--- config.mk ---
export PLATFORM = sky130hd
export DESIGN_NAME = lavm_norm
export DESIGN_NICKNAME = d
export VERILOG_FILES = /design/src/lavm_pkg.sv /design/src/lavm_norm.sv
export SDC_FILE = /design/constraint.sdc
export NUM_CORES = 2
export LEC_CHECK = 0
export ABC_AREA = 1
export BUFFER_PORTS_ARGS = -buffer_cell sky130_fd_sc_hd__buf_2
export CORE_ASPECT_RATIO = 1.5
export CORE_MARGIN = 5
export CORE_UTILIZATION = 65
export CTS_CLUSTER_SIZE = 12
export DETAILED_ROUTE_END_ITERATION = 12
export PLACE_DENSITY = 0.83
export SLEW_MARGIN = 20
export SYNTH_ARGS = -nofsm -noshare
export SYNTH_HDL_FRONTEND = slang
export SYNTH_SLANG_ARGS = --single-unit
--- constraint.sdc ---
create_clock -name clock -period 23.3 [get_ports clock]
set_clock_uncertainty 0.15 [all_clocks]
set_input_delay 1.165 -clock clock [delete_from_list [all_inputs] [get_ports clock]]
set_output_delay 1.165 -clock clock [all_outputs]
set_load 0.02 [all_outputs]
--- src/lavm_pkg.sv ---
// ----------------------------------------------------------------------------
// Look-at view matrix package
// Shared types, codes and constants for the look-at view matrix block.
// ----------------------------------------------------------------------------
package lavm_pkg;

   // default fraction bits of the unit axis components
   localparam int AXIS_FRAC_BITS_DEF = 30;

   // depth of the queue between front and back
   localparam int QUEUE_DEPTH = 2;

   // normalization window and coarse scaling thresholds
   localparam logic [63:0] NORM_HI   = 64'h0000_0000_4000_0000;
   localparam logic [63:0] NORM_LO   = 64'h0000_0000_2000_0000;
   localparam logic [63:0] COARSE_HI = 64'h0000_0004_0000_0000;
   localparam logic [63:0] COARSE_LO = 64'h0000_0000_0200_0000;

   // row codes
   localparam logic [1:0] ROW_RIGHT = 2'd0;
   localparam logic [1:0] ROW_UP    = 2'd1;
   localparam logic [1:0] ROW_DIR   = 2'd2;

   // last step of a cross product sequence and of a dot product sequence
   localparam logic [2:0] CROSS_LAST_STEP = 3'd6;
   localparam logic [2:0] DOT_LAST_STEP   = 3'd3;

   typedef struct packed {
      logic signed [31:0] pos_x;
      logic signed [31:0] pos_y;
      logic signed [31:0] pos_z;
      logic signed [31:0] target_x;
      logic signed [31:0] target_y;
      logic signed [31:0] target_z;
      logic signed [31:0] up_x;
      logic signed [31:0] up_y;
      logic signed [31:0] up_z;
   } lavm_req_type;

   typedef struct packed {
      logic        [1:0]  row_index;
      logic signed [31:0] axis_x;
      logic signed [31:0] axis_y;
      logic signed [31:0] axis_z;
      logic signed [31:0] translation;
      logic               degenerate;
      logic               last_row;
   } lavm_rsp_type;

   // queued word: position, up vector and view difference (index 0 is x)
   typedef struct packed {
      logic [2:0][31:0] pos;
      logic [2:0][31:0] up;
      logic [2:0][32:0] diff;
   } lavm_item_type;

   typedef struct packed {
      logic          valid;
      lavm_item_type item;
   } lavm_qhead_type;

   typedef struct packed {
      logic             start;
      logic [2:0][63:0] vec;
   } lavm_norm_req_type;

   typedef struct packed {
      logic             done;
      logic             degen;
      logic [2:0][31:0] axis;
   } lavm_norm_res_type;

   typedef enum logic [2:0] {
      NS_IDLE,
      NS_SCALE,
      NS_SQUARE,
      NS_ROOT,
      NS_DIVSET,
      NS_DIVIDE,
      NS_DONE
   } lavm_norm_state_type;

   typedef enum logic [3:0] {
      BS_IDLE,
      BS_SDIR,
      BS_NDIR,
      BS_CROSS1,
      BS_SRIGHT,
      BS_NRIGHT,
      BS_CROSS2,
      BS_SUP,
      BS_NUP,
      BS_DOT,
      BS_EMIT
   } lavm_back_state_type;

   // left operand index of each cross product step
   function automatic logic [1:0] cross_a_idx(input logic [2:0] step);
      logic [1:0] idx;
      unique case (step)
         3'd0: idx = 2'd1;
         3'd1: idx = 2'd2;
         3'd2: idx = 2'd2;
         3'd3: idx = 2'd0;
         3'd4: idx = 2'd0;
         3'd5: idx = 2'd1;
         default: idx = 2'd0;
      endcase
      return idx;
   endfunction

   // right operand index of each cross product step
   function automatic logic [1:0] cross_b_idx(input logic [2:0] step);
      logic [1:0] idx;
      unique case (step)
         3'd0: idx = 2'd2;
         3'd1: idx = 2'd1;
         3'd2: idx = 2'd0;
         3'd3: idx = 2'd2;
         3'd4: idx = 2'd1;
         3'd5: idx = 2'd0;
         default: idx = 2'd0;
      endcase
      return idx;
   endfunction

endpackage

--- src/lavm_norm.sv ---
// ----------------------------------------------------------------------------
// Look-at view matrix normalizer
// Scales a vector into range, takes the integer root of its squared length
// and divides each component by it, one step per cycle.
// ----------------------------------------------------------------------------
module lavm_norm #(
   parameter int AXIS_FRAC_BITS = lavm_pkg::AXIS_FRAC_BITS_DEF
) (
   input  logic                        clock,
   input  logic                        reset,
   input  lavm_pkg::lavm_norm_req_type norm_req,
   output lavm_pkg::lavm_norm_res_type norm_res
);
   import lavm_pkg::*;

   localparam int QW    = AXIS_FRAC_BITS + 1;
   localparam int NW    = AXIS_FRAC_BITS + 31;
   localparam int CNT_W = 5;

   lavm_norm_state_type state_ff, state_in;
   logic [2:0][63:0]    mag_ff, mag_in;
   logic [2:0]          neg_ff, neg_in;
   logic [CNT_W-1:0]    cnt_ff, cnt_in;
   logic [59:0]         sq_ff, sq_in;
   logic [63:0]         sum_ff, sum_in;
   logic [63:0]         rn_ff, rn_in;
   logic [63:0]         root_ff, root_in;
   logic [30:0]         len_ff, len_in;
   logic [2:0][30:0]    rem_ff, rem_in;
   logic [2:0][QW-1:0]  lowsh_ff, lowsh_in;
   logic                degen_ff, degen_in;

   logic [63:0]      mx;
   logic [63:0]      bitv;
   logic [63:0]      trial;
   logic [2:0][63:0] num;
   logic [2:0][31:0] dtrial;
   logic [2:0][31:0] qval;

   // largest magnitude
   always_comb begin
      mx = mag_ff[0];
      if (mag_ff[1] > mx) begin
         mx = mag_ff[1];
      end
      if (mag_ff[2] > mx) begin
         mx = mag_ff[2];
      end
   end

   // next state and datapath
   always_comb begin
      state_in = state_ff;
      mag_in   = mag_ff;
      neg_in   = neg_ff;
      cnt_in   = cnt_ff;
      sq_in    = sq_ff;
      sum_in   = sum_ff;
      rn_in    = rn_ff;
      root_in  = root_ff;
      len_in   = len_ff;
      rem_in   = rem_ff;
      lowsh_in = lowsh_ff;
      degen_in = degen_ff;
      bitv     = 64'd1 << {cnt_ff, 1'b0};
      trial    = root_ff + bitv;
      for (int i = 0; i < 3; i++) begin
         num[i]    = (mag_ff[i] << AXIS_FRAC_BITS) + 64'(root_ff[30:1]);
         dtrial[i] = {rem_ff[i], lowsh_ff[i][QW-1]};
      end
      unique case (state_ff)
         NS_IDLE: begin
            if (norm_req.start) begin
               for (int i = 0; i < 3; i++) begin
                  neg_in[i] = norm_req.vec[i][63];
                  mag_in[i] = norm_req.vec[i][63] ? 64'd0 - norm_req.vec[i]
                                                  : norm_req.vec[i];
               end
               if (norm_req.vec == '0) begin
                  degen_in = 1'b1;
                  state_in = NS_DONE;
               end else begin
                  degen_in = 1'b0;
                  state_in = NS_SCALE;
               end
            end
         end
         NS_SCALE: begin
            // bring the largest magnitude into the window
            priority if (mx >= COARSE_HI) begin
               for (int i = 0; i < 3; i++) mag_in[i] = mag_ff[i] >> 4;
            end else if (mx >= NORM_HI) begin
               for (int i = 0; i < 3; i++) mag_in[i] = mag_ff[i] >> 1;
            end else if (mx < COARSE_LO) begin
               for (int i = 0; i < 3; i++) mag_in[i] = mag_ff[i] << 4;
            end else if (mx < NORM_LO) begin
               for (int i = 0; i < 3; i++) mag_in[i] = mag_ff[i] << 1;
            end else begin
               cnt_in   = '0;
               sum_in   = '0;
               state_in = NS_SQUARE;
            end
         end
         NS_SQUARE: begin
            // square one component a cycle, accumulate the previous one
            if (cnt_ff < CNT_W'(3)) begin
               sq_in = mag_ff[cnt_ff[1:0]][29:0] * mag_ff[cnt_ff[1:0]][29:0];
            end
            if (cnt_ff != '0) begin
               sum_in = sum_ff + 64'(sq_ff);
            end
            if (cnt_ff == CNT_W'(3)) begin
               rn_in    = sum_ff + 64'(sq_ff);
               root_in  = '0;
               cnt_in   = CNT_W'(31);
               state_in = NS_ROOT;
            end else begin
               cnt_in = cnt_ff + 1'b1;
            end
         end
         NS_ROOT: begin
            // one root digit a cycle
            if (rn_ff >= trial) begin
               rn_in   = rn_ff - trial;
               root_in = (root_ff >> 1) + bitv;
            end else begin
               root_in = root_ff >> 1;
            end
            if (cnt_ff == '0) begin
               state_in = NS_DIVSET;
            end else begin
               cnt_in = cnt_ff - 1'b1;
            end
         end
         NS_DIVSET: begin
            // load rounded dividends
            len_in = root_ff[30:0];
            for (int i = 0; i < 3; i++) begin
               rem_in[i]   = 31'(num[i][NW-1:QW]);
               lowsh_in[i] = num[i][QW-1:0];
            end
            cnt_in   = CNT_W'(QW - 1);
            state_in = NS_DIVIDE;
         end
         NS_DIVIDE: begin
            // one quotient bit a cycle in each lane
            for (int i = 0; i < 3; i++) begin
               if (dtrial[i] >= {1'b0, len_ff}) begin
                  rem_in[i]   = 31'(dtrial[i] - {1'b0, len_ff});
                  lowsh_in[i] = {lowsh_ff[i][QW-2:0], 1'b1};
               end else begin
                  rem_in[i]   = dtrial[i][30:0];
                  lowsh_in[i] = {lowsh_ff[i][QW-2:0], 1'b0};
               end
            end
            if (cnt_ff == '0) begin
               state_in = NS_DONE;
            end else begin
               cnt_in = cnt_ff - 1'b1;
            end
         end
         NS_DONE: begin
            state_in = NS_IDLE;
         end
         default: begin
            state_in = NS_IDLE;
         end
      endcase
   end

   always_ff @(posedge clock) begin
      if (reset) begin
         state_ff <= NS_IDLE;
      end else begin
         state_ff <= state_in;
      end
   end

   always_ff @(posedge clock) begin
      mag_ff   <= mag_in;
      neg_ff   <= neg_in;
      cnt_ff   <= cnt_in;
      sq_ff    <= sq_in;
      sum_ff   <= sum_in;
      rn_ff    <= rn_in;
      root_ff  <= root_in;
      len_ff   <= len_in;
      rem_ff   <= rem_in;
      lowsh_ff <= lowsh_in;
      degen_ff <= degen_in;
   end

   // restore signs, zero a degenerate vector
   always_comb begin
      for (int i = 0; i < 3; i++) begin
         qval[i]          = 32'(lowsh_ff[i]);
         norm_res.axis[i] = degen_ff ? 32'd0 : (neg_ff[i] ? 32'd0 - qval[i] : qval[i]);
      end
      norm_res.done  = (state_ff == NS_DONE);
      norm_res.degen = degen_ff;
   end

endmodule

==> impl_metrics.json <==
{
  "critPathCaptureType": "register",
  "h-tree-depth": 3,
  "ys.warnings.count": 0,
  "avgSynthCellArea_um2": 7.31,
  "antenna_found_initial": 28,
  "timing.critical_path.from_type": "register",
  "wire_per_inst_um": 23.8,
  "slowest_stage": "buf_4",
  "fin_crit_ns": 11.36,
  "cts_tree": "done",
  "via_count": 87500,
  "dpl.hpwl_um": 257000,
  "yosys-top-cells-area": "edfxtp_1, fa_1, nand2_1",
  "ant_nets": 0,
  "clock_latency_ns": 0.72,
  "area_growth_syn_to_layout_pct": 6.17,
  "slowest_delay_ns": 0.98,
  "worstHoldPathType": "reg2reg",
  "cts_made_buffers": 75,
  "via_per_inst": 6.30,
  "min_path_cells": 2,
  "grt_util_met3_pct": 12.8,
  "fin_nets": 13600,
  "synth_nets": 13600,
  "r2r-end": "mag_ff[143]",
  "final-hold-violation-count": 0,
  "path_clk_slew_ns": 0.07,
  "cp_top_family": "simple AND/OR/NAND/NOR gates",
  "port_buffers": 292,
  "nFillCells": 11400,
  "syn_inst": 12000,
  "grt_pass1_wl_um": 496000,
  "overflow": 0,
  "hold_start": "state_ff[1]",
  "multi_input_area_mm2": 0.0579,
  "syn_area_mm2": 0.0878,
  "num_rows": 165,
  "regArea_mm2": 0.0201,
  "synth-seq-cells": 672,
  "drive_above_1_share_pct": 4.63,
  "arrival_ns": 11.51,
  "die_w_um": 310,
  "worstPathRequired_ns": 23.46,
  "dpl_cell_area_mm2": 0.0906,
  "grt_util_met1_pct": 50.2,
  "grt_use_total_pct": 45.4,
  "initial_utilization_pct": 65.2,
  "cts_num_sinks": 672,
  "setup_tns_ns": 0,
  "crit_type": "reg2reg",
  "first_pass_iters": 9,
  "max-clock-path-buffers": 3,
  "postLayoutCellArea_mm2": 0.0932,
  "outcome": "completed",
  "hold_path_end": "state_ff[1]",
  "final_max_slew_viol_count": 0,
  "slew_headroom_pct": 16.2,
  "ys_async_sr_fraction_pct": 0,
  "instances_no_fill": 13900,
  "cts_setup_buffers": 0,
  "setup_violations": 0,
  "cp_num_buf_inv": 9,
  "utilization_pct": 69.2,
  "yosysSeqAreaShare_pct": 23.0,
  "drv_cap": 0,
  "r2r_setup_slack_ns": 11.94,
  "fmax_mhz": 88.1,
  "dieArea_mm2": 0.143,
  "rr_worst_depth": 37,
  "r2r_start": "mag_ff[15]",
  "synth_area_leader_cell": "edfxtp_1",
  "cp_max_fo": 80,
  "synth-edff-count": 669,
  "finalCritPeriodShare_pct": 48.7,
  "routed_wl_um": 330000,
  "cts_resized": 0,
  "netlist.area_leader.share_pct": 22.9,
  "ctsHoldBuffers": 0,
  "dieHeight_um": 460,
  "rsz0062_at_grt": "no",
  "grt_pass1_vias": 86700,
  "io_pins": 293,
  "use_met2_pct": 72.5,
  "ys.flop_type": "edfxtp_1",
  "drtIter0Drc": 11200,
  "gp_congestion": 1.06,
  "tightest_slew_ns": 1.25,
  "drc": 0,
  "grt_start_max_net_pins": 121,
  "core_area_mm2": 0.135,
  "busiest_layer": "met2",
  "cts_root_buf": "clkbuf_16",
  "synth_cell_type_count": 61,
  "path_common_cell": "nand2_1",
  "dp_cells": 13700
}
Yosys cell counts (all sizes together), types with 10 or more instances:
library cell and count:
and3 23, nand3b 14, nand3 412, o21ai 1066
nor4 70, nor2 932, o31ai 14, nor3 226
fa 708, a21oi 816, a211oi 10, o22ai 41
a21o 35, xor2 235, ha 669, o21bai 29
nand2 2725, clkbuf 290, a31oi 115, a21boi 23
buf 106, o211ai 50, o21a 62, nand4 156
xnor2 183, or2 27, edfxtp 669, o221ai 14
inv 2219
state kept, by name, summed over array words and instances (netlist names), 5 cells and up:
signal	count
sum_ff	64
sq_ff	59
rn_ff	64
lowsh_ff	90
mag_ff	192
cnt_ff	5
len_ff	31
dtrial	96
root_ff	64
cell usage in the layout (no fill, tap or decap), types with 35 or more instances in the layout:
cell and count:
o22ai_1 41, nand3_1 407, xnor2_1 183, o21a_1 62, ha_1 669, o21ai_0 1037, buf_2 292, inv_1 2212
o211ai_1 50, a21oi_1 815, a21o_1 35, edfxtp_1 669, a31oi_1 114, xor2_1 235, nor4_1 66, buf_4 89
clkbuf_16 76, nand2_1 2720, nor2_1 921, nand4_1 155, nor3_1 220, fa_1 708
layer usage:
metal | routed length [µm] | up-vias
met4 | 35900 | 10
met5 | 144 | -
li1 | - | 39000
met1 | 107000 | 40500
met2 | 149000 | 6111
met3 | 38600 | 1953
worst min-delay path, delay by kind of cell (launching register included):
family / cells / cell delay, ns
simple gates: 2 / 0.15
flops: 1 / 0.33
cell type report:
| type | count | share of cell area, % |
|---|---|---|
| sequential | 672 | 21.6 |
| inverter | 2225 | 8.97 |
| multi-input combinational | 8708 | 62.1 |
| antenna | 20 | 0.0537 |
| timing repair buffer | 382 | 2.29 |
| tap | 1753 | 2.35 |
| clock buffer | 90 | 2.10 |
| clock inverter | 38 | 0.524 |
worst max-delay path by stage:
stage | start | to | slack (ns) | cells past startpoint
2_1_floorplan | mag_ff[79] | mag_ff[0] | 8.16 | 31
6_report | mag_ff[15] | mag_ff[143] | 11.94 | 37
5_1_grt | cnt_ff[1] | sq_ff[51] | 11.46 | 33
3_3_place_gp | cnt_ff[1] | sq_ff[51] | 12.39 | 33
3_5_place_dp | cnt_ff[1] | sq_ff[51] | 12.12 | 33
4_1_cts | cnt_ff[1] | sq_ff[51] | 12.08 | 33
kinds of logic (layout without fill, tap and decap cells):
group / count (synthesis) / after routing / synth area share, %
xor gates and xnor gates: 418 / 418 / 4.17
DFF: 672 / 672 / 23.0
adders and majority gates: 1377 / 1377 / 25.7
and+or+nand+nor: 4600 / 4600 / 21.6
other: 0 / 20 / 0
AOI/OAI and AO/OA: 2313 / 2313 / 14.3
buffers and inverters: 2621 / 2735 / 11.3
metrics by stage:
step                      hold slack (ns)  setup WS (ns)
after floorplan                     0.283           8.16
after global placement              0.355          12.39
after detailed placement            0.359          12.12
after CTS                           0.367          12.08
after global routing                0.395          11.46
final                               0.370          11.94
Power is not shown: default switching activity piles up to over one toggle a cycle in this logic, so the estimate is an artifact.
