**config.mk**
```make
export PLATFORM = sky130hd
export DESIGN_NAME = lavm_back
export DESIGN_NICKNAME = d
export VERILOG_FILES = /design/src/lavm_pkg.sv /design/src/lavm_back.sv
export SDC_FILE = /design/constraint.sdc
export NUM_CORES = 2
export LEC_CHECK = 0
export BUFFER_PORTS_ARGS = -buffer_cell sky130_fd_sc_hd__clkbuf_2
export CORE_ASPECT_RATIO = 1.5
export CORE_MARGIN = 2
export CORE_UTILIZATION = 56
export CTS_CLUSTER_SIZE = 40
export DETAILED_ROUTE_END_ITERATION = 12
export PLACE_DENSITY = 0.78
export SLEW_MARGIN = 20
export SYNTH_ARGS = -nofsm -noshare
export SYNTH_HDL_FRONTEND = slang
export SYNTH_SLANG_ARGS = --single-unit
```
**constraint.sdc**
```tcl
create_clock -name clock -period 11.14 [get_ports clock]
set_input_delay 0 -clock clock [delete_from_list [all_inputs] [get_ports clock]]
set_output_delay 0 -clock clock [all_outputs]
set_load 0.1 [all_outputs]
```
**src/lavm_pkg.sv**
```systemverilog
// ----------------------------------------------------------------------------
// Look-at view matrix package
// Shared types, codes and constants for the look-at view matrix block.
// ----------------------------------------------------------------------------
package lavm_pkg;

   // default fraction bits of the unit axis components
   localparam int AXIS_FRAC_BITS_DEF = 30;

   // depth of the queue between front and back
   localparam int QUEUE_DEPTH = 2;

   // normalization window and coarse scaling thresholds
   localparam logic [63:0] NORM_HI   = 64'h0000_0000_4000_0000;
   localparam logic [63:0] NORM_LO   = 64'h0000_0000_2000_0000;
   localparam logic [63:0] COARSE_HI = 64'h0000_0004_0000_0000;
   localparam logic [63:0] COARSE_LO = 64'h0000_0000_0200_0000;

   // row codes
   localparam logic [1:0] ROW_RIGHT = 2'd0;
   localparam logic [1:0] ROW_UP    = 2'd1;
   localparam logic [1:0] ROW_DIR   = 2'd2;

   // last step of a cross product sequence and of a dot product sequence
   localparam logic [2:0] CROSS_LAST_STEP = 3'd6;
   localparam logic [2:0] DOT_LAST_STEP   = 3'd3;

   typedef struct packed {
      logic signed [31:0] pos_x;
      logic signed [31:0] pos_y;
      logic signed [31:0] pos_z;
      logic signed [31:0] target_x;
      logic signed [31:0] target_y;
      logic signed [31:0] target_z;
      logic signed [31:0] up_x;
      logic signed [31:0] up_y;
      logic signed [31:0] up_z;
   } lavm_req_type;

   typedef struct packed {
      logic        [1:0]  row_index;
      logic signed [31:0] axis_x;
      logic signed [31:0] axis_y;
      logic signed [31:0] axis_z;
      logic signed [31:0] translation;
      logic               degenerate;
      logic               last_row;
   } lavm_rsp_type;

   // queued word: position, up vector and view difference (index 0 is x)
   typedef struct packed {
      logic [2:0][31:0] pos;
      logic [2:0][31:0] up;
      logic [2:0][32:0] diff;
   } lavm_item_type;

   typedef struct packed {
      logic          valid;
      lavm_item_type item;
   } lavm_qhead_type;

   typedef struct packed {
      logic             start;
      logic [2:0][63:0] vec;
   } lavm_norm_req_type;

   typedef struct packed {
      logic             done;
      logic             degen;
      logic [2:0][31:0] axis;
   } lavm_norm_res_type;

   typedef enum logic [2:0] {
      NS_IDLE,
      NS_SCALE,
      NS_SQUARE,
      NS_ROOT,
      NS_DIVSET,
      NS_DIVIDE,
      NS_DONE
   } lavm_norm_state_type;

   typedef enum logic [3:0] {
      BS_IDLE,
      BS_SDIR,
      BS_NDIR,
      BS_CROSS1,
      BS_SRIGHT,
      BS_NRIGHT,
      BS_CROSS2,
      BS_SUP,
      BS_NUP,
      BS_DOT,
      BS_EMIT
   } lavm_back_state_type;

   // left operand index of each cross product step
   function automatic logic [1:0] cross_a_idx(input logic [2:0] step);
      logic [1:0] idx;
      unique case (step)
         3'd0: idx = 2'd1;
         3'd1: idx = 2'd2;
         3'd2: idx = 2'd2;
         3'd3: idx = 2'd0;
         3'd4: idx = 2'd0;
         3'd5: idx = 2'd1;
         default: idx = 2'd0;
      endcase
      return idx;
   endfunction

   // right operand index of each cross product step
   function automatic logic [1:0] cross_b_idx(input logic [2:0] step);
      logic [1:0] idx;
      unique case (step)
         3'd0: idx = 2'd2;
         3'd1: idx = 2'd1;
         3'd2: idx = 2'd0;
         3'd3: idx = 2'd2;
         3'd4: idx = 2'd1;
         3'd5: idx = 2'd0;
         default: idx = 2'd0;
      endcase
      return idx;
   endfunction

endpackage

```
**src/lavm_back.sv**
```systemverilog
// ----------------------------------------------------------------------------
// Look-at view matrix back end
// Sequences normalizations, cross and dot products, and emits three rows.
// ----------------------------------------------------------------------------
module lavm_back #(
   parameter int AXIS_FRAC_BITS = lavm_pkg::AXIS_FRAC_BITS_DEF
) (
   input  logic                        clock,
   input  logic                        reset,
   input  lavm_pkg::lavm_qhead_type    qhead,
   output logic                        q_pop,
   output lavm_pkg::lavm_norm_req_type norm_req,
   input  lavm_pkg::lavm_norm_res_type norm_res,
   output logic                        rsp_valid,
   input  logic                        rsp_ready,
   output lavm_pkg::lavm_rsp_type      rsp_data
);
   import lavm_pkg::*;

   localparam logic [63:0] RND = 64'd1 << (AXIS_FRAC_BITS - 1);

   lavm_back_state_type state_ff, state_in;
   logic [2:0][31:0] pos_ff, pos_in;
   logic [2:0][31:0] up_ff, up_in;
   logic [2:0][32:0] diff_ff, diff_in;
   logic [2:0][31:0] dir_ff, dir_in;
   logic [2:0][31:0] right_ff, right_in;
   logic [2:0][31:0] upax_ff, upax_in;
   logic [2:0]       dg_ff, dg_in;
   logic [2:0][63:0] cr_ff, cr_in;
   logic [63:0]      prod_ff;
   logic [63:0]      dot_ff, dot_in;
   logic [2:0]       step_ff, step_in;
   logic [1:0]       row_ff, row_in;
   lavm_rsp_type     rsp_ff, rsp_in;
   logic             rsp_valid_ff, rsp_valid_in;

   logic signed [31:0] mac_a, mac_b;
   logic signed [63:0] prod_in;
   logic [1:0]         sel_a, sel_b, sel_d;
   logic [2:0]         sm1;
   logic [2:0][31:0]   row_axis;
   logic               out_free;
   logic               dneg, tneg;
   logic [63:0]        dmag, rq;
   logic [31:0]        trans;

   assign out_free = !rsp_valid_ff || rsp_ready;
   assign sel_a    = cross_a_idx(step_ff);
   assign sel_b    = cross_b_idx(step_ff);
   assign sel_d    = (step_ff < DOT_LAST_STEP) ? step_ff[1:0] : 2'd0;
   assign sm1      = step_ff - 1'b1;

   // axis of the current row
   always_comb begin
      unique case (row_ff)
         ROW_RIGHT: row_axis = right_ff;
         ROW_UP:    row_axis = upax_ff;
         default:   row_axis = dir_ff;
      endcase
   end

   // select multiplier operands
   always_comb begin
      unique case (state_ff)
         BS_CROSS1: begin
            mac_a = up_ff[sel_a];
            mac_b = dir_ff[sel_b];
         end
         BS_CROSS2: begin
            mac_a = dir_ff[sel_a];
            mac_b = right_ff[sel_b];
         end
         BS_DOT: begin
            mac_a = row_axis[sel_d];
            mac_b = pos_ff[sel_d];
         end
         default: begin
            mac_a = '0;
            mac_b = '0;
         end
      endcase
      prod_in = mac_a * mac_b;
   end

   // negate, round and saturate the dot product
   always_comb begin
      dneg = dot_ff[63];
      dmag = dneg ? 64'd0 - dot_ff : dot_ff;
      tneg = !dneg && (dot_ff != '0);
      rq   = (dmag + RND) >> AXIS_FRAC_BITS;
      if (tneg) begin
         trans = (rq >= 64'h8000_0000) ? 32'h8000_0000 : 32'(64'd0 - rq);
      end else begin
         trans = (rq > 64'h7FFF_FFFF) ? 32'h7FFF_FFFF : rq[31:0];
      end
   end

   // sequencer
   always_comb begin
      state_in     = state_ff;
      pos_in       = pos_ff;
      up_in        = up_ff;
      diff_in      = diff_ff;
      dir_in       = dir_ff;
      right_in     = right_ff;
      upax_in      = upax_ff;
      dg_in        = dg_ff;
      cr_in        = cr_ff;
      dot_in       = dot_ff;
      step_in      = step_ff;
      row_in       = row_ff;
      rsp_in       = rsp_ff;
      rsp_valid_in = rsp_valid_ff && !rsp_ready;
      q_pop        = 1'b0;
      norm_req.start = 1'b0;
      norm_req.vec   = cr_ff;
      unique case (state_ff)
         BS_IDLE: begin
            if (qhead.valid) begin
               pos_in   = qhead.item.pos;
               up_in    = qhead.item.up;
               diff_in  = qhead.item.diff;
               q_pop    = 1'b1;
               state_in = BS_SDIR;
            end
         end
         BS_SDIR: begin
            norm_req.start = 1'b1;
            for (int i = 0; i < 3; i++) begin
               norm_req.vec[i] = {{31{diff_ff[i][32]}}, diff_ff[i]};
            end
            state_in = BS_NDIR;
         end
         BS_NDIR: begin
            if (norm_res.done) begin
               dir_in        = norm_res.axis;
               dg_in[ROW_DIR] = norm_res.degen;
               step_in       = '0;
               state_in      = BS_CROSS1;
            end
         end
         BS_CROSS1, BS_CROSS2: begin
            // even products start a term, odd products subtract from it
            if (step_ff != '0) begin
               if (!sm1[0]) begin
                  cr_in[sm1[2:1]] = prod_ff;
               end else begin
                  cr_in[sm1[2:1]] = cr_ff[sm1[2:1]] - prod_ff;
               end
            end
            if (step_ff == CROSS_LAST_STEP) begin
               state_in = (state_ff == BS_CROSS1) ? BS_SRIGHT : BS_SUP;
            end else begin
               step_in = step_ff + 1'b1;
            end
         end
         BS_SRIGHT: begin
            norm_req.start = 1'b1;
            state_in       = BS_NRIGHT;
         end
         BS_NRIGHT: begin
            if (norm_res.done) begin
               right_in         = norm_res.axis;
               dg_in[ROW_RIGHT] = norm_res.degen;
               step_in          = '0;
               state_in         = BS_CROSS2;
            end
         end
         BS_SUP: begin
            norm_req.start = 1'b1;
            state_in       = BS_NUP;
         end
         BS_NUP: begin
            if (norm_res.done) begin
               upax_in       = norm_res.axis;
               dg_in[ROW_UP] = norm_res.degen;
               step_in       = '0;
               row_in        = ROW_RIGHT;
               state_in      = BS_DOT;
            end
         end
         BS_DOT: begin
            if (step_ff != '0) begin
               dot_in = ((step_ff == 3'd1) ? 64'd0 : dot_ff) + prod_ff;
            end
            if (step_ff == DOT_LAST_STEP) begin
               state_in = BS_EMIT;
            end else begin
               step_in = step_ff + 1'b1;
            end
         end
         BS_EMIT: begin
            // load the output register once it is free
            if (out_free) begin
               rsp_in.row_index   = row_ff;
               rsp_in.axis_x      = row_axis[0];
               rsp_in.axis_y      = row_axis[1];
               rsp_in.axis_z      = row_axis[2];
               rsp_in.translation = trans;
               rsp_in.degenerate  = dg_ff[row_ff];
               rsp_in.last_row    = (row_ff == ROW_DIR);
               rsp_valid_in       = 1'b1;
               if (row_ff == ROW_DIR) begin
                  state_in = BS_IDLE;
               end else begin
                  row_in   = row_ff + 1'b1;
                  step_in  = '0;
                  state_in = BS_DOT;
               end
            end
         end
         default: begin
            state_in = BS_IDLE;
         end
      endcase
   end

   always_ff @(posedge clock) begin
      if (reset) begin
         state_ff     <= BS_IDLE;
         rsp_valid_ff <= 1'b0;
      end else begin
         state_ff     <= state_in;
         rsp_valid_ff <= rsp_valid_in;
      end
   end

   always_ff @(posedge clock) begin
      pos_ff   <= pos_in;
      up_ff    <= up_in;
      diff_ff  <= diff_in;
      dir_ff   <= dir_in;
      right_ff <= right_in;
      upax_ff  <= upax_in;
      dg_ff    <= dg_in;
      cr_ff    <= cr_in;
      prod_ff  <= prod_in;
      dot_ff   <= dot_in;
      step_ff  <= step_in;
      row_ff   <= row_in;
      rsp_ff   <= rsp_in;
   end

   assign rsp_valid = rsp_valid_ff;
   assign rsp_data  = rsp_ff;

endmodule

```
==> results.cfg <==
[status]
status = completed

[setup_path]
r2r-start = step_ff[0]$_SDFFCE_PP0P_
critPathLaunchType = flop
r2r_slack_ns = 0.09
arrival_ns = 11.65
worst_path_most_repeated_cell = fa_1
cpPeakStageDelay_ns = 0.55
cp_max_fo = 24
required_ns = 11.74
crit_path_top_delay_cell = fa_1
r2r_cells = 40
worstSetupPathType = reg2reg
r2r_end = prod_ff[60]$_DFF_P_
endpoint_kind = flop

[cells_and_area]
layout.nets = 12200
seq_area_sq_mm = 0.0307
multi_input_area_sq_mm = 0.0525
syn2layout_area_growth_pct = 20.8
fillCellCount = 11500
layout-drive-gt1-share_pct = 13.2

[sta]
timing.final.crit_share_pct = 99.1
finalHoldViolCount = 0
finalCriticalPeriod_ns = 11.05
maxSlewViolCount = 0
worstMarginPinSlew_ns = 1.20
finalSetupViolCount = 0
skew_ns = 0.0588
tns_ns = 0
rsz0062_at_grt = yes
slew_headroom_pct = 19.9
max_clock_freq_mhz = 90.5

[synth]
syn-num-nets = 10800
yosysSeqAreaShare_pct = 34.5
synthSimpleGateAreaFrac_pct = 15.0
synth_fa_ha_area_share_pct = 29.0
muxShareOfSynthArea_pct = 1.81
ys_types = 97
yosysWarnings = 0
synth_top_family_by_area = adder cells
synth_xor_area_share_pct = 2.30
synth_seq_cells = 1044
synth-async-reset-ratio_pct = 0
synth_edf_count = 975
synth_top_flop_cell = edfxtp_1
post_synth_instance_area_sq_mm = 0.0888
netlist_instances = 9040
syn_area_per_cell_sq_um = 9.82
synth_compound_area_share_pct = 10.3

[global_routing]
grt_max_degree = 155
overflow = 0
antenna_found_initial = 15
grt_use_total_pct = 40.4
grt_pass1_vias = 79800
grt_pass1_wl_um = 488000

[route]
viasPerCell = 6.09
wire_per_inst_um = 26.2
post-route-drc-count = 0
dr_total_vias = 76700
dr.pass1.iters = 9
wl_um = 329000
ant_nets = 0
drt_iter0_markers = 8678

[floorplan]
coreArea_sq_mm = 0.158
die_h_um = 492
dieArea_sq_mm = 0.162
rows = 179
io_pins = 720
die_w_um = 329
start_util_pct = 56.1

[pwr]
cellLeakagePower_nw = 47.5
total_power_mw = 20.3
ir_worst_vdd_mv = 0.443
power.density_mw_per_mm2 = 189

[cts]
htreeDepth = 3
cts-root-buf = clkbuf_16
worstSkewPairLatency_ns = 0.77
cts_sinks = 1044
cts_buffer_depth = 3
cts.clk_slew.worst_paths_ns = 0.08
cts_buffers = 98
cts_tree = built

[job]
max_cap_viol_count = 0

[hold_path]
min-delay-path-class = in2reg
whs_path_depth = 2
holdPathEnd = dir_ff[84]$_DFFE_PP_
min_from = norm_res[84]

[placement]
portBuffers = 719
gp_congestion = 0.997
dp_hpwl_um = 239000
## area by class of cell
cell class / count / area share [%]
Multi-Input combinational cell: 6331 / 48.9
Sequential cell: 1044 / 28.6
Timing Repair Buffer: 1759 / 12.8
Inverter: 1181 / 4.14
Clock buffer: 121 / 2.45
Tap cell: 2081 / 2.43
Clock inverter: 57 / 0.679
Antenna cell: 14 / 0.0327
## worst max-delay path, delay by kind of cell (launching register included)
| family | cells | cell delay, ns |
|---|---|---|
| flops | 1 | 0.47 |
| xor+xnor | 1 | 0.17 |
| fa+ha+maj | 10 | 4.35 |
| mux | 1 | 0.45 |
| compound gates | 12 | 2.79 |
| simple gates | 6 | 1.13 |
| buf+inv | 10 | 1.44 |
## per-stage QoR
stage	cell area (sq um)	setup slack [ns]	util [%]	hold WS [ns]	std cells
after floorplan	88800	0.0722	-	0.0691	9040
after global placement	96300	-0.0338	60.9	0.176	11700
after detailed placement	96300	0.0244	60.9	0.179	11700
after CTS	107000	0.0482	67.7	0.000333	12600
after global routing	107000	-0.129	67.8	0.0406	12600
final	107000	0.0948	67.8	0.0430	12600
## worst max-delay path by stage
| stage | startpoint | to |
|---|---|---|
| finish | step_ff[0]$_SDFFCE_PP0P_ | prod_ff[60]$_DFF_P_ |
| detailed placement | step_ff[0]$_SDFFCE_PP0P_ | prod_ff[60]$_DFF_P_ |
| floorplan | step_ff[0]$_SDFFCE_PP0P_ | prod_ff[60]$_DFF_P_ |
| global route | step_ff[0]$_SDFFCE_PP0P_ | prod_ff[60]$_DFF_P_ |
| CTS | step_ff[0]$_SDFFCE_PP0P_ | prod_ff[60]$_DFF_P_ |
| global placement | step_ff[0]$_SDFFCE_PP0P_ | prod_ff[60]$_DFF_P_ |
## flip-flops by register name, summed over array words and instances, names as in the netlist
register,flops
dg_ff,3
diff_ff,99
cr_ff,192
row_ff,2
pos_ff,96
dot_ff,64
right_ff,96
step_ff,3
state_ff,4
prod_ff,64
upax_ff,96
dir_ff,96
rsp_data,132
up_ff,96
rsp_valid,1
## Yosys cell counts (71+ instances only)
cell         n  area share, %
nand2_1   1673            7.1
inv_1     1177            5.0
fa_1      1085             24
edfxtp_1   975             33
nor2_1     855            3.6
clkbuf_1   414            1.8
a21oi_1    368            2.1
ha_1       321            4.5
o21ai_0    316            1.8
xnor2_1    155            1.5
mux2i_1    153            1.7
a22oi_1    130            1.1
a21o_1     103           0.87
and2_1      95           0.67
nor3_1      81           0.46
xor2_1      78           0.77
nand3_1     76           0.43
and3_1      74           0.52
a31o_2      71           0.70
## power breakdown
part	internal, mW	leakage [nW]	switching, mW
Combinational	3.17	36.4	8.27
Sequential	4.91	9.52	0.287
Clock	1.96	1.63	1.66
Total	10.0	47.5	10.2
## logic make-up (layout without fill, tap and decap cells)
family,count (synthesis),in the layout
simple gates,3132,3132
fa+ha+maj,1406,1406
other cells,0,14
xor+xnor,233,233
flops,1044,1044
buf+inv,1665,3118
compound gates,1400,1400
mux,160,160
## layout by cell type, fill, tap and decap left out, types with 16 or more instances in the layout
cell type	n
a211oi_1	40
a21o_1	103
a21oi_1	366
a221o_1	24
a22oi_1	130
a31o_2	71
a31oi_1	34
and2_1	94
and3_1	64
buf_12	34
buf_4	265
clkbuf_1	17
clkbuf_16	101
clkbuf_2	719
dfxtp_1	69
dlygate4sd3_1	731
edfxtp_1	975
fa_1	1085
ha_1	319
inv_1	1175
mux2i_1	150
nand2_1	1666
nand2b_1	66
nand3_1	71
nand4_1	32
nor2_1	843
nor2b_1	39
nor3_1	76
o21a_1	37
o21ai_0	309
o21bai_1	44
o22ai_1	38
o31ai_1	22
or2_2	16
or3_1	39
xnor2_1	154
xor2_1	77
## repair_timing
action	in CTS	in global routing
setup endpoints to repair	1	15
setup buffers	0	3
gates resized for setup	1	42
pin swaps	0	5
hold buffers	731	0
hold endpoints to repair	624	0
## layer usage
layer	GRT usage [%]	part of all wire [%]	routed length, um
met5	0.181	0.015	51
met4	31.3	9.5	31300
met3	7.62	9.5	31300
met2	68.2	48	159000
met1	44.9	33	108000
No activity file was read; power rests on OpenSTA's default activity.
