File: src/lavm_pkg.sv
// ----------------------------------------------------------------------------
// Look-at view matrix package
// Shared types, codes and constants for the look-at view matrix block.
// ----------------------------------------------------------------------------
package lavm_pkg;

   // default fraction bits of the unit axis components
   localparam int AXIS_FRAC_BITS_DEF = 30;

   // depth of the queue between front and back
   localparam int QUEUE_DEPTH = 2;

   // normalization window and coarse scaling thresholds
   localparam logic [63:0] NORM_HI   = 64'h0000_0000_4000_0000;
   localparam logic [63:0] NORM_LO   = 64'h0000_0000_2000_0000;
   localparam logic [63:0] COARSE_HI = 64'h0000_0004_0000_0000;
   localparam logic [63:0] COARSE_LO = 64'h0000_0000_0200_0000;

   // row codes
   localparam logic [1:0] ROW_RIGHT = 2'd0;
   localparam logic [1:0] ROW_UP    = 2'd1;
   localparam logic [1:0] ROW_DIR   = 2'd2;

   // last step of a cross product sequence and of a dot product sequence
   localparam logic [2:0] CROSS_LAST_STEP = 3'd6;
   localparam logic [2:0] DOT_LAST_STEP   = 3'd3;

   typedef struct packed {
      logic signed [31:0] pos_x;
      logic signed [31:0] pos_y;
      logic signed [31:0] pos_z;
      logic signed [31:0] target_x;
      logic signed [31:0] target_y;
      logic signed [31:0] target_z;
      logic signed [31:0] up_x;
      logic signed [31:0] up_y;
      logic signed [31:0] up_z;
   } lavm_req_type;

   typedef struct packed {
      logic        [1:0]  row_index;
      logic signed [31:0] axis_x;
      logic signed [31:0] axis_y;
      logic signed [31:0] axis_z;
      logic signed [31:0] translation;
      logic               degenerate;
      logic               last_row;
   } lavm_rsp_type;

   // queued word: position, up vector and view difference (index 0 is x)
   typedef struct packed {
      logic [2:0][31:0] pos;
      logic [2:0][31:0] up;
      logic [2:0][32:0] diff;
   } lavm_item_type;

   typedef struct packed {
      logic          valid;
      lavm_item_type item;
   } lavm_qhead_type;

   typedef struct packed {
      logic             start;
      logic [2:0][63:0] vec;
   } lavm_norm_req_type;

   typedef struct packed {
      logic             done;
      logic             degen;
      logic [2:0][31:0] axis;
   } lavm_norm_res_type;

   typedef enum logic [2:0] {
      NS_IDLE,
      NS_SCALE,
      NS_SQUARE,
      NS_ROOT,
      NS_DIVSET,
      NS_DIVIDE,
      NS_DONE
   } lavm_norm_state_type;

   typedef enum logic [3:0] {
      BS_IDLE,
      BS_SDIR,
      BS_NDIR,
      BS_CROSS1,
      BS_SRIGHT,
      BS_NRIGHT,
      BS_CROSS2,
      BS_SUP,
      BS_NUP,
      BS_DOT,
      BS_EMIT
   } lavm_back_state_type;

   // left operand index of each cross product step
   function automatic logic [1:0] cross_a_idx(input logic [2:0] step);
      logic [1:0] idx;
      unique case (step)
         3'd0: idx = 2'd1;
         3'd1: idx = 2'd2;
         3'd2: idx = 2'd2;
         3'd3: idx = 2'd0;
         3'd4: idx = 2'd0;
         3'd5: idx = 2'd1;
         default: idx = 2'd0;
      endcase
      return idx;
   endfunction

   // right operand index of each cross product step
   function automatic logic [1:0] cross_b_idx(input logic [2:0] step);
      logic [1:0] idx;
      unique case (step)
         3'd0: idx = 2'd2;
         3'd1: idx = 2'd1;
         3'd2: idx = 2'd0;
         3'd3: idx = 2'd2;
         3'd4: idx = 2'd1;
         3'd5: idx = 2'd0;
         default: idx = 2'd0;
      endcase
      return idx;
   endfunction

endpackage

File: src/lavm_front.sv
// ----------------------------------------------------------------------------
// Look-at view matrix front end
// Accepts request words, forms the view difference and queues them.
// ----------------------------------------------------------------------------
module lavm_front (
   input  logic                   clock,
   input  logic                   reset,
   input  logic                   req_valid,
   output logic                   req_ready,
   input  lavm_pkg::lavm_req_type req_data,
   output lavm_pkg::lavm_qhead_type qhead,
   input  logic                   q_pop
);
   import lavm_pkg::*;

   localparam int PTR_W = $clog2(QUEUE_DEPTH);
   localparam int CNT_W = $clog2(QUEUE_DEPTH + 1);

   lavm_item_type entry_ff [QUEUE_DEPTH];
   lavm_item_type item_new;
   logic [PTR_W-1:0] wr_ptr_ff, wr_ptr_in;
   logic [PTR_W-1:0] rd_ptr_ff, rd_ptr_in;
   logic [CNT_W-1:0] count_ff, count_in;
   logic             push;

   assign req_ready = (count_ff != CNT_W'(QUEUE_DEPTH));
   assign push      = req_valid && req_ready;

   // form the view difference pos - target at full width
   always_comb begin
      item_new.pos     = {req_data.pos_z, req_data.pos_y, req_data.pos_x};
      item_new.up      = {req_data.up_z, req_data.up_y, req_data.up_x};
      item_new.diff[0] = {req_data.pos_x[31], req_data.pos_x}
                       - {req_data.target_x[31], req_data.target_x};
      item_new.diff[1] = {req_data.pos_y[31], req_data.pos_y}
                       - {req_data.target_y[31], req_data.target_y};
      item_new.diff[2] = {req_data.pos_z[31], req_data.pos_z}
                       - {req_data.target_z[31], req_data.target_z};
   end

   // advance pointers and count
   always_comb begin
      wr_ptr_in = wr_ptr_ff;
      rd_ptr_in = rd_ptr_ff;
      count_in  = count_ff;
      if (push) begin
         wr_ptr_in = (wr_ptr_ff == PTR_W'(QUEUE_DEPTH - 1)) ? '0 : wr_ptr_ff + 1'b1;
      end
      if (q_pop) begin
         rd_ptr_in = (rd_ptr_ff == PTR_W'(QUEUE_DEPTH - 1)) ? '0 : rd_ptr_ff + 1'b1;
      end
      if (push && !q_pop) begin
         count_in = count_ff + 1'b1;
      end else if (!push && q_pop) begin
         count_in = count_ff - 1'b1;
      end
   end

   always_ff @(posedge clock) begin
      if (reset) begin
         wr_ptr_ff <= '0;
         rd_ptr_ff <= '0;
         count_ff  <= '0;
      end else begin
         wr_ptr_ff <= wr_ptr_in;
         rd_ptr_ff <= rd_ptr_in;
         count_ff  <= count_in;
      end
   end

   // hold queued words
   always_ff @(posedge clock) begin
      if (push) begin
         entry_ff[wr_ptr_ff] <= item_new;
      end
   end

   assign qhead.valid = (count_ff != '0);
   assign qhead.item  = entry_ff[rd_ptr_ff];

endmodule

File: config.mk
export PLATFORM = sky130hd
export DESIGN_NAME = lavm_front
export DESIGN_NICKNAME = d
export VERILOG_FILES = /design/src/lavm_pkg.sv /design/src/lavm_front.sv
export SDC_FILE = /design/constraint.sdc
export NUM_CORES = 1
export LEC_CHECK = 0
export ABC_AREA = 1
export ABC_CLOCK_PERIOD_IN_PS = 17300
export BUFFER_PORTS_ARGS = -buffer_cell sky130_fd_sc_hd__buf_4
export CORE_MARGIN = 4
export CORE_UTILIZATION = 50
export DETAILED_ROUTE_END_ITERATION = 10
export PLACE_DENSITY = 0.74
export SLEW_MARGIN = 10
export SYNTH_ARGS = -nofsm -noshare
export SYNTH_HDL_FRONTEND = slang
export SYNTH_SLANG_ARGS = --single-unit
export TNS_END_PERCENT = 5
File: constraint.sdc
create_clock -name clock -period 17.3 [get_ports clock]
set_clock_uncertainty 0.05 [all_clocks]
set_input_delay 2.595 -clock clock [delete_from_list [all_inputs] [get_ports clock]]
set_output_delay 2.595 -clock clock [all_outputs]
set_load 0.02 [all_outputs]
==> run summary, run 1 <==
outcome: finished, final reports clean
Initial Util: 0.509
Worst EP required: 14,660 ps
CTS buffer count: 60
critical path peak fanout: 159
Tcrit/Tclk final: 0.339
Clk pwr share: 0.328
die height: 248 um
critical path, cell by cell: buf_12, mux2_2, buf_4
Die W: 248 um
Worst-path clk slew: 60 ps
Final Cell Area: 36,100 um^2
Comb pwr share: 0.221
I/O pin total: 585
hold_buf cts: 0
DIE AREA: 61,600 um^2
CP top delay family: flip-flops
H-tree Lvls: 2
clock root buffer: clkbuf_16
Yosys cell types: 26
Slew HR: 0.186
flops & latches, synth: 587
Crit Path Class: reg2out
Startpoint Class: flop
Synth top cells by count: nand2_1, edfxtp_1, inv_1
Synth area leader: edfxtp_1
total track usage: 0.244
Flop pwr share: 0.451
Worst-Margin Slew: 1220 ps
routed len/inst: 19.3 um
setup TNS: 0 ps
largest net degree at the start of global routing: 160
CTS tree: yes
clk sink count: 587
Slowest cell on crit path: dfxtp_4
post-synthesis net count: 2,998
cts repair resizes: 0
remaining antenna violation count after routing: 0
Max-cap violations: 0
# rows: 87
Area growth syn-to-layout: 25.2%
FMAX: 170 MHz
largest cells by area after synthesis: edfxtp_1, mux2_2, nand2_1
switching part of the total: 0.278
Final setup violation count: 0
Synth top area share: 0.606
max incr delay on CP: 950 ps
antenna violations before repair: 7
clock buffer depth: 3
Psw: 1.09 mW
# DRC: 0
CP Buf/Inv Count: 2
fin. max-slew vios: 0
nets: 3,620
drt first pass iters: 5
Critical Path End Type: primary output
RePlAce Congestion: 0.935
VDD IR-drop max: 0.0892 mV
Int Power: 2.84 mW
synthesized area: 28,800 um^2
core area: 56,700 um^2
detailed placement HPWL: 59.1 mm
Most used DFF post-synth: edfxtp_1
leakage power total: 16.5 nW
DRT Wirelength: 77.7 mm
fin crit period: 5870 ps
DP Area: 34,100 um^2
register area share after synthesis: 0.609
setup repair after global routing missed its margin: false
Setup Fix Bufs, Post-CTS: 0
PortBufs: 584
top-count cell post-synth: nand2_1
Hold Crit Class: reg2reg
Hold Vio Cnt, Final: 0
Worst-Skew Late Latency: 610 ps
via count: 20,300
Final Core Density: 0.636
number of global-route vias before repair: 20,300
DR iter-0 viols: 1,260
vias per cell: 5.03
first-pass GRT wire length: 116 mm
Crit path arrival time: 3230 ps
Mapped Cells: 2,606
YS warnings: 0
GR Overflow Total: 0
Avg Inst Size Synth: 11.1 um^2
ys async rst share: 0
layout cells sized above 1: 0.303
power per cell area: 109 nW/um^2
hold_ws: 493 ps
EDFF count, synth: 582
power by group through the flow:
stage / Combinational (mW) / Clock (mW) / Sequential, mW
after global routing: 0.941 / 1.38 / 1.78
after detailed placement: 0.869 / 0 / 1.80
final: 0.870 / 1.29 / 1.77
after floorplan: 0.519 / 0 / 1.84
after global placement: 0.856 / 0 / 1.80
after CTS: 0.875 / 1.32 / 1.78
layout make-up:
cell class,instances,area [um^2]
Antenna cell,3,7.51
Clock buffer,77,1610
Clock inverter,35,370
Fill cell,4417,20600
Inverter,480,1800
Multi-Input combinational cell,1506,9310
Sequential cell,587,17600
Tap cell,756,946
Timing Repair Buffer,593,4480
worst reg2reg max path: cells and delay by family, from the launching register on:
| kind | cells | cell delay (ps) |
|---|---|---|
| buffers and inverters | 3 | 1840 |
| flip-flops | 1 | 300 |
| AND/OR/NAND/NOR | 3 | 450 |
cells by family (layout without fill, tap and decap cells):
logic type | count (synthesis) | after routing | share of synthesized area
flip-flops | 587 | 587 | 0.609
AND/OR/NAND/NOR | 996 | 996 | 0.137
multiplexers | 291 | 291 | 0.114
AO/OA/AOI/OAI | 73 | 73 | 0.0135
adder cells (fa/ha/maj) | 100 | 100 | 0.0442
buffers and inverters | 513 | 1185 | 0.0683
XOR/XNOR | 46 | 46 | 0.0140
other | 0 | 3 | 0
final timing paths:
path	to	depth (start not counted)	slack (ps)	from
max	qhead[58]	3	11430	flop
min	rd_ptr_ff	2	490	rd_ptr_ff
max reg2reg	entry_ff[0][223]	6	14200	count_ff[0]
min reg2reg	rd_ptr_ff	2	490	rd_ptr_ff
state kept, by name, indices dropped and copies added, names as in the netlist, named ones only:
register / flops
entry_ff: 582
rd_ptr_ff: 1
count_ff: 2
wr_ptr_ff: 1
through the flow:
stage	setup WS (ps)	instances	power, mW
4_1_cts	11470	4034	3.97
5_1_grt	11310	4035	4.11
6_report	11430	4037	3.93
2_1_floorplan	1540	2606	2.36
3_5_place_dp	12030	3922	2.67
3_3_place_gp	12060	3922	2.65
layer usage:
layer  vias up  track usage  part of all wire
li1       9820            -                 -
met1      9653        0.305              0.39
met2       710        0.425              0.49
met3       120       0.0676             0.092
met4         8       0.0604             0.025
met5         -            0           0.00054
cell usage in the layout (no fill, tap or decap), types with 2 or more instances in the layout:
cell type / synthesis / layout
a21o_1: 3 / 3
a21oi_1: 63 / 63
and2_1: 6 / 6
buf_12: 0 / 2
buf_4: 1 / 591
bufinv_16: 0 / 7
clkbuf_1: 0 / 13
clkbuf_16: 0 / 60
clkbuf_8: 0 / 4
clkinv_1: 0 / 15
clkinv_2: 0 / 7
clkinvlp_4: 0 / 2
dfxtp_1: 5 / 4
diode_2: 0 / 3
edfxtp_1: 582 / 582
fa_1: 3 / 3
ha_1: 97 / 97
inv_1: 480 / 480
inv_6: 0 / 2
mux2_2: 291 / 291
nand2_1: 751 / 751
nand2_2: 15 / 15
nand3_1: 67 / 67
nand3_2: 4 / 4
nand4_1: 12 / 12
nor2_1: 129 / 127
nor2_4: 0 / 2
nor3_1: 7 / 7
o21bai_1: 4 / 4
or2_1: 4 / 4
xnor2_1: 8 / 8
xor2_1: 38 / 38
(Power assumes the default switching activity.)
==> inputs of run 2 (changes only) <==
--- a/config.mk
+++ b/config.mk
@@ -6,12 +6,12 @@
 export NUM_CORES = 1
 export LEC_CHECK = 0
 export ABC_AREA = 1
-export ABC_CLOCK_PERIOD_IN_PS = 17300
+export ABC_CLOCK_PERIOD_IN_PS = 4740
 export BUFFER_PORTS_ARGS = -buffer_cell sky130_fd_sc_hd__buf_4
 export CORE_MARGIN = 4
 export CORE_UTILIZATION = 50
 export DETAILED_ROUTE_END_ITERATION = 10
-export PLACE_DENSITY = 0.74
+export PLACE_DENSITY = 0.77
 export SLEW_MARGIN = 10
 export SYNTH_ARGS = -nofsm -noshare
 export SYNTH_HDL_FRONTEND = slang
==> constraint.sdc (replaced) <==
create_clock -name clock -period 4.74 [get_ports clock]
set_clock_uncertainty 0.05 [all_clocks]
set_input_delay 0.711 -clock clock [delete_from_list [all_inputs] [get_ports clock]]
set_output_delay 0.711 -clock clock [all_outputs]
set_load 0.02 [all_outputs]
==> run 2 against run 1 <==
Against the previous run: via count is essentially flat; critical path depth is the same; first-iteration DRC count shrank 5.1%; cell count grew 0.35%; utilization grew 0.25 points; wire length shrank 0.44%; sequential share of layout area shrank 0.19 points; global-route usage shrank 0.37 points; sequential cell count is the same.
==> run summary, run 2 (same netlist as run 1, synthesis figures left out) <==
Final setup violation count: 0 (unchanged)
nets: 3,626 (was 3,620)
Worst EP required: 3980 ps (was 14,660 ps)
Slew HR: 0.365 (was 0.186)
Tcrit/Tclk final: 0.693
routed len/inst: 19.1 um (was 19.3 um)
antenna violations before repair: 18 (was 7)
footprint of the multi-input gates: 9330 um^2 (was 9310 um^2)
CTS tree: yes (unchanged)
remaining antenna violation count after routing: 0 (unchanged)
# rows: 87 (unchanged)
DIE AREA: 61,600 um^2 (unchanged)
Initial Util: 0.509 (unchanged)
DRT Wirelength: 77.4 mm (was 77.7 mm)
fin. max-slew vios: 0 (unchanged)
DR iter-0 viols: 1,196 (was 1,260)
commonest non-fill, non-tap cell in the layout: nand2_1 (unchanged)
hold_buf cts: 0 (unchanged)
biggest regs: entry_ff x582, count_ff x2 (unchanged)
max incr delay on CP: 620 ps (was 950 ps)
crit path to: qhead[45] (was qhead[58])
FMAX: 304 MHz
Worst R2R End: entry_ff[1][287] (was entry_ff[0][223])
hold_ws: 226 ps (was 493 ps)
Reg area: 17,600 um^2 (unchanged)
detailed placement HPWL: 58.6 mm (was 59.1 mm)
power per cell area: 396 nW/um^2 (was 109 nW/um^2)
worst slack at placement: 2010 ps (was 12,030 ps)
Hold Vio Cnt, Final: 0 (unchanged)
layout cells sized above 1: 0.304 (was 0.303)
CP top delay family: flip-flops (unchanged)
PortBufs: 584 (unchanged)
critical path peak fanout: 91 (was 159)
Final Core Density: 0.639 (was 0.636)
Startpoint Class: flop (unchanged)
leading cell types in the layout, fill and taps excluded: nand2_1, buf_4, edfxtp_1, inv_1, mux2_2 (unchanged)
H-tree Lvls: 2 (unchanged)
CTS buffer count: 61 (was 60)
worst r2r path cells: 5 (was 6)
Die W: 248 um (unchanged)
via count: 20,300 (about the same)
Max-cap violations: 0 (unchanged)
Worst-path clk slew: 60 ps (about the same)
I/O pin total: 585 (unchanged)
CP Buf/Inv Count: 2 (unchanged)
Hold Crit Class: in2reg (was reg2reg)
largest net degree at the start of global routing: 131 (was 160)
placed cells: 3,927 (was 3,922)
r2r setup slk: 2180 ps (was 14,200 ps)
outcome: finished, final reports clean (unchanged)
# DRC: 0 (unchanged)
clock buffer depth: 3 (unchanged)
number of global-route vias before repair: 20,400 (was 20,300)
cts repair resizes: 0 (unchanged)
GR Overflow Total: 0 (unchanged)
setup repair after global routing missed its margin: false (unchanged)
reg2reg start: count_ff[0] (unchanged)
RePlAce Congestion: 0.967 (was 0.935)
max reg flops: 582 (unchanged)
VDD IR-drop max: 0.310 mV (was 0.0892 mV)
core area: 56,700 um^2 (unchanged)
die height: 248 um (unchanged)
setup TNS: 0 ps (unchanged)
Crit Path Class: reg2out (unchanged)
vias per cell: 5.01 (was 5.03)
fin worst setup slack: 1450 ps (was 11,430 ps)
Area growth syn-to-layout: 25.7% (was 25.2%)
critical path, cell by cell: buf_12, mux2_2, buf_4 (unchanged)
Setup Fix Bufs, Post-CTS: 0 (unchanged)
Filler Cells Inserted: 4,379 (was 4,417)
fin crit period: 3290 ps
clock root buffer: clkbuf_16 (unchanged)
Top reg by flops: entry_ff (unchanged)
Crit path arrival time: 2530 ps (was 3230 ps)
first-pass GRT wire length: 114 mm (was 116 mm)
total track usage: 0.241 (was 0.244)
Worst-Skew Late Latency: 610 ps (about the same)
clk sink count: 587 (unchanged)
drt first pass iters: 5 (unchanged)
CP Depth: 3 (unchanged)
non-filler cells in the finished layout: 4,051 (was 4,037)
Worst-Margin Slew: 950 ps (was 1220 ps)
Critical Path End Type: primary output (unchanged)
leakage power total: 16.5 nW (about the same)
Slowest cell on crit path: dfxtp_4 (unchanged)
==> run 2: changes by cell type in the layout (fill, tap and decap cells not counted), sizes merged <==
cell,before,now
buf,593,598
bufinv,7,6
clkbuf,77,72
clkinv,23,30
clkinvlp,2,1
diode,3,10
inv,483,485
==> run 2: how the worst min path moves through the flow <==
stage                       from          endpoint  cells past startpoint
finish              req_data[64]   entry_ff[0][99]                      1
global route        req_data[49]  entry_ff[1][148]                      1
global placement       rd_ptr_ff         rd_ptr_ff                      2
floorplan              rd_ptr_ff              flop                      2
CTS                 req_data[49]  entry_ff[1][148]                      1
detailed placement   count_ff[1]       count_ff[1]                      2
==> run 2: report_power, final <==
group	leakage, nW	total [mW]	switching [mW]	internal (mW)
clock	0.956	4.66	1.97	2.69
combinational	10.1	3.24	1.96	1.28
sequential	5.47	6.44	0.107	6.33
total	16.5	14.3	4.04	10.3
==> run 2: metrics by stage <==
stage / cell area (um^2) / power, mW
6_report: 36200 / 14.3
5_1_grt: 36200 / 15.0
4_1_cts: 36200 / 14.5
3_5_place_dp: 34300 / 9.80
3_3_place_gp: 34300 / 9.74
2_1_floorplan: 28900 / 8.47
==> run 2: final cells by class <==
class / instances / share of cell area
timing repair buffer: 598 / 0.127
sequential: 587 / 0.485
tap: 756 / 0.0261
clock inverter: 42 / 0.0108
clock buffer: 72 / 0.0433
inverter: 480 / 0.0497
multi-input combinational: 1506 / 0.257
antenna: 10 / 0.000691
==> run 2: worst reg2reg max path, delay by kind of cell (launching register included) <==
kind | cells | cell delay [ps]
buf+inv | 2 | 620
flops | 1 | 300
simple gates | 3 | 1210
==> run 2: metal layers <==
metal  GRT usage  vias to the layer above  wire length, um
li1            -                     9831                -
met2       0.405                      761            36700
met3      0.0832                      144             7890
met1       0.291                     9542            29800
met5           0                        -               89
met4      0.0825                       16             2900
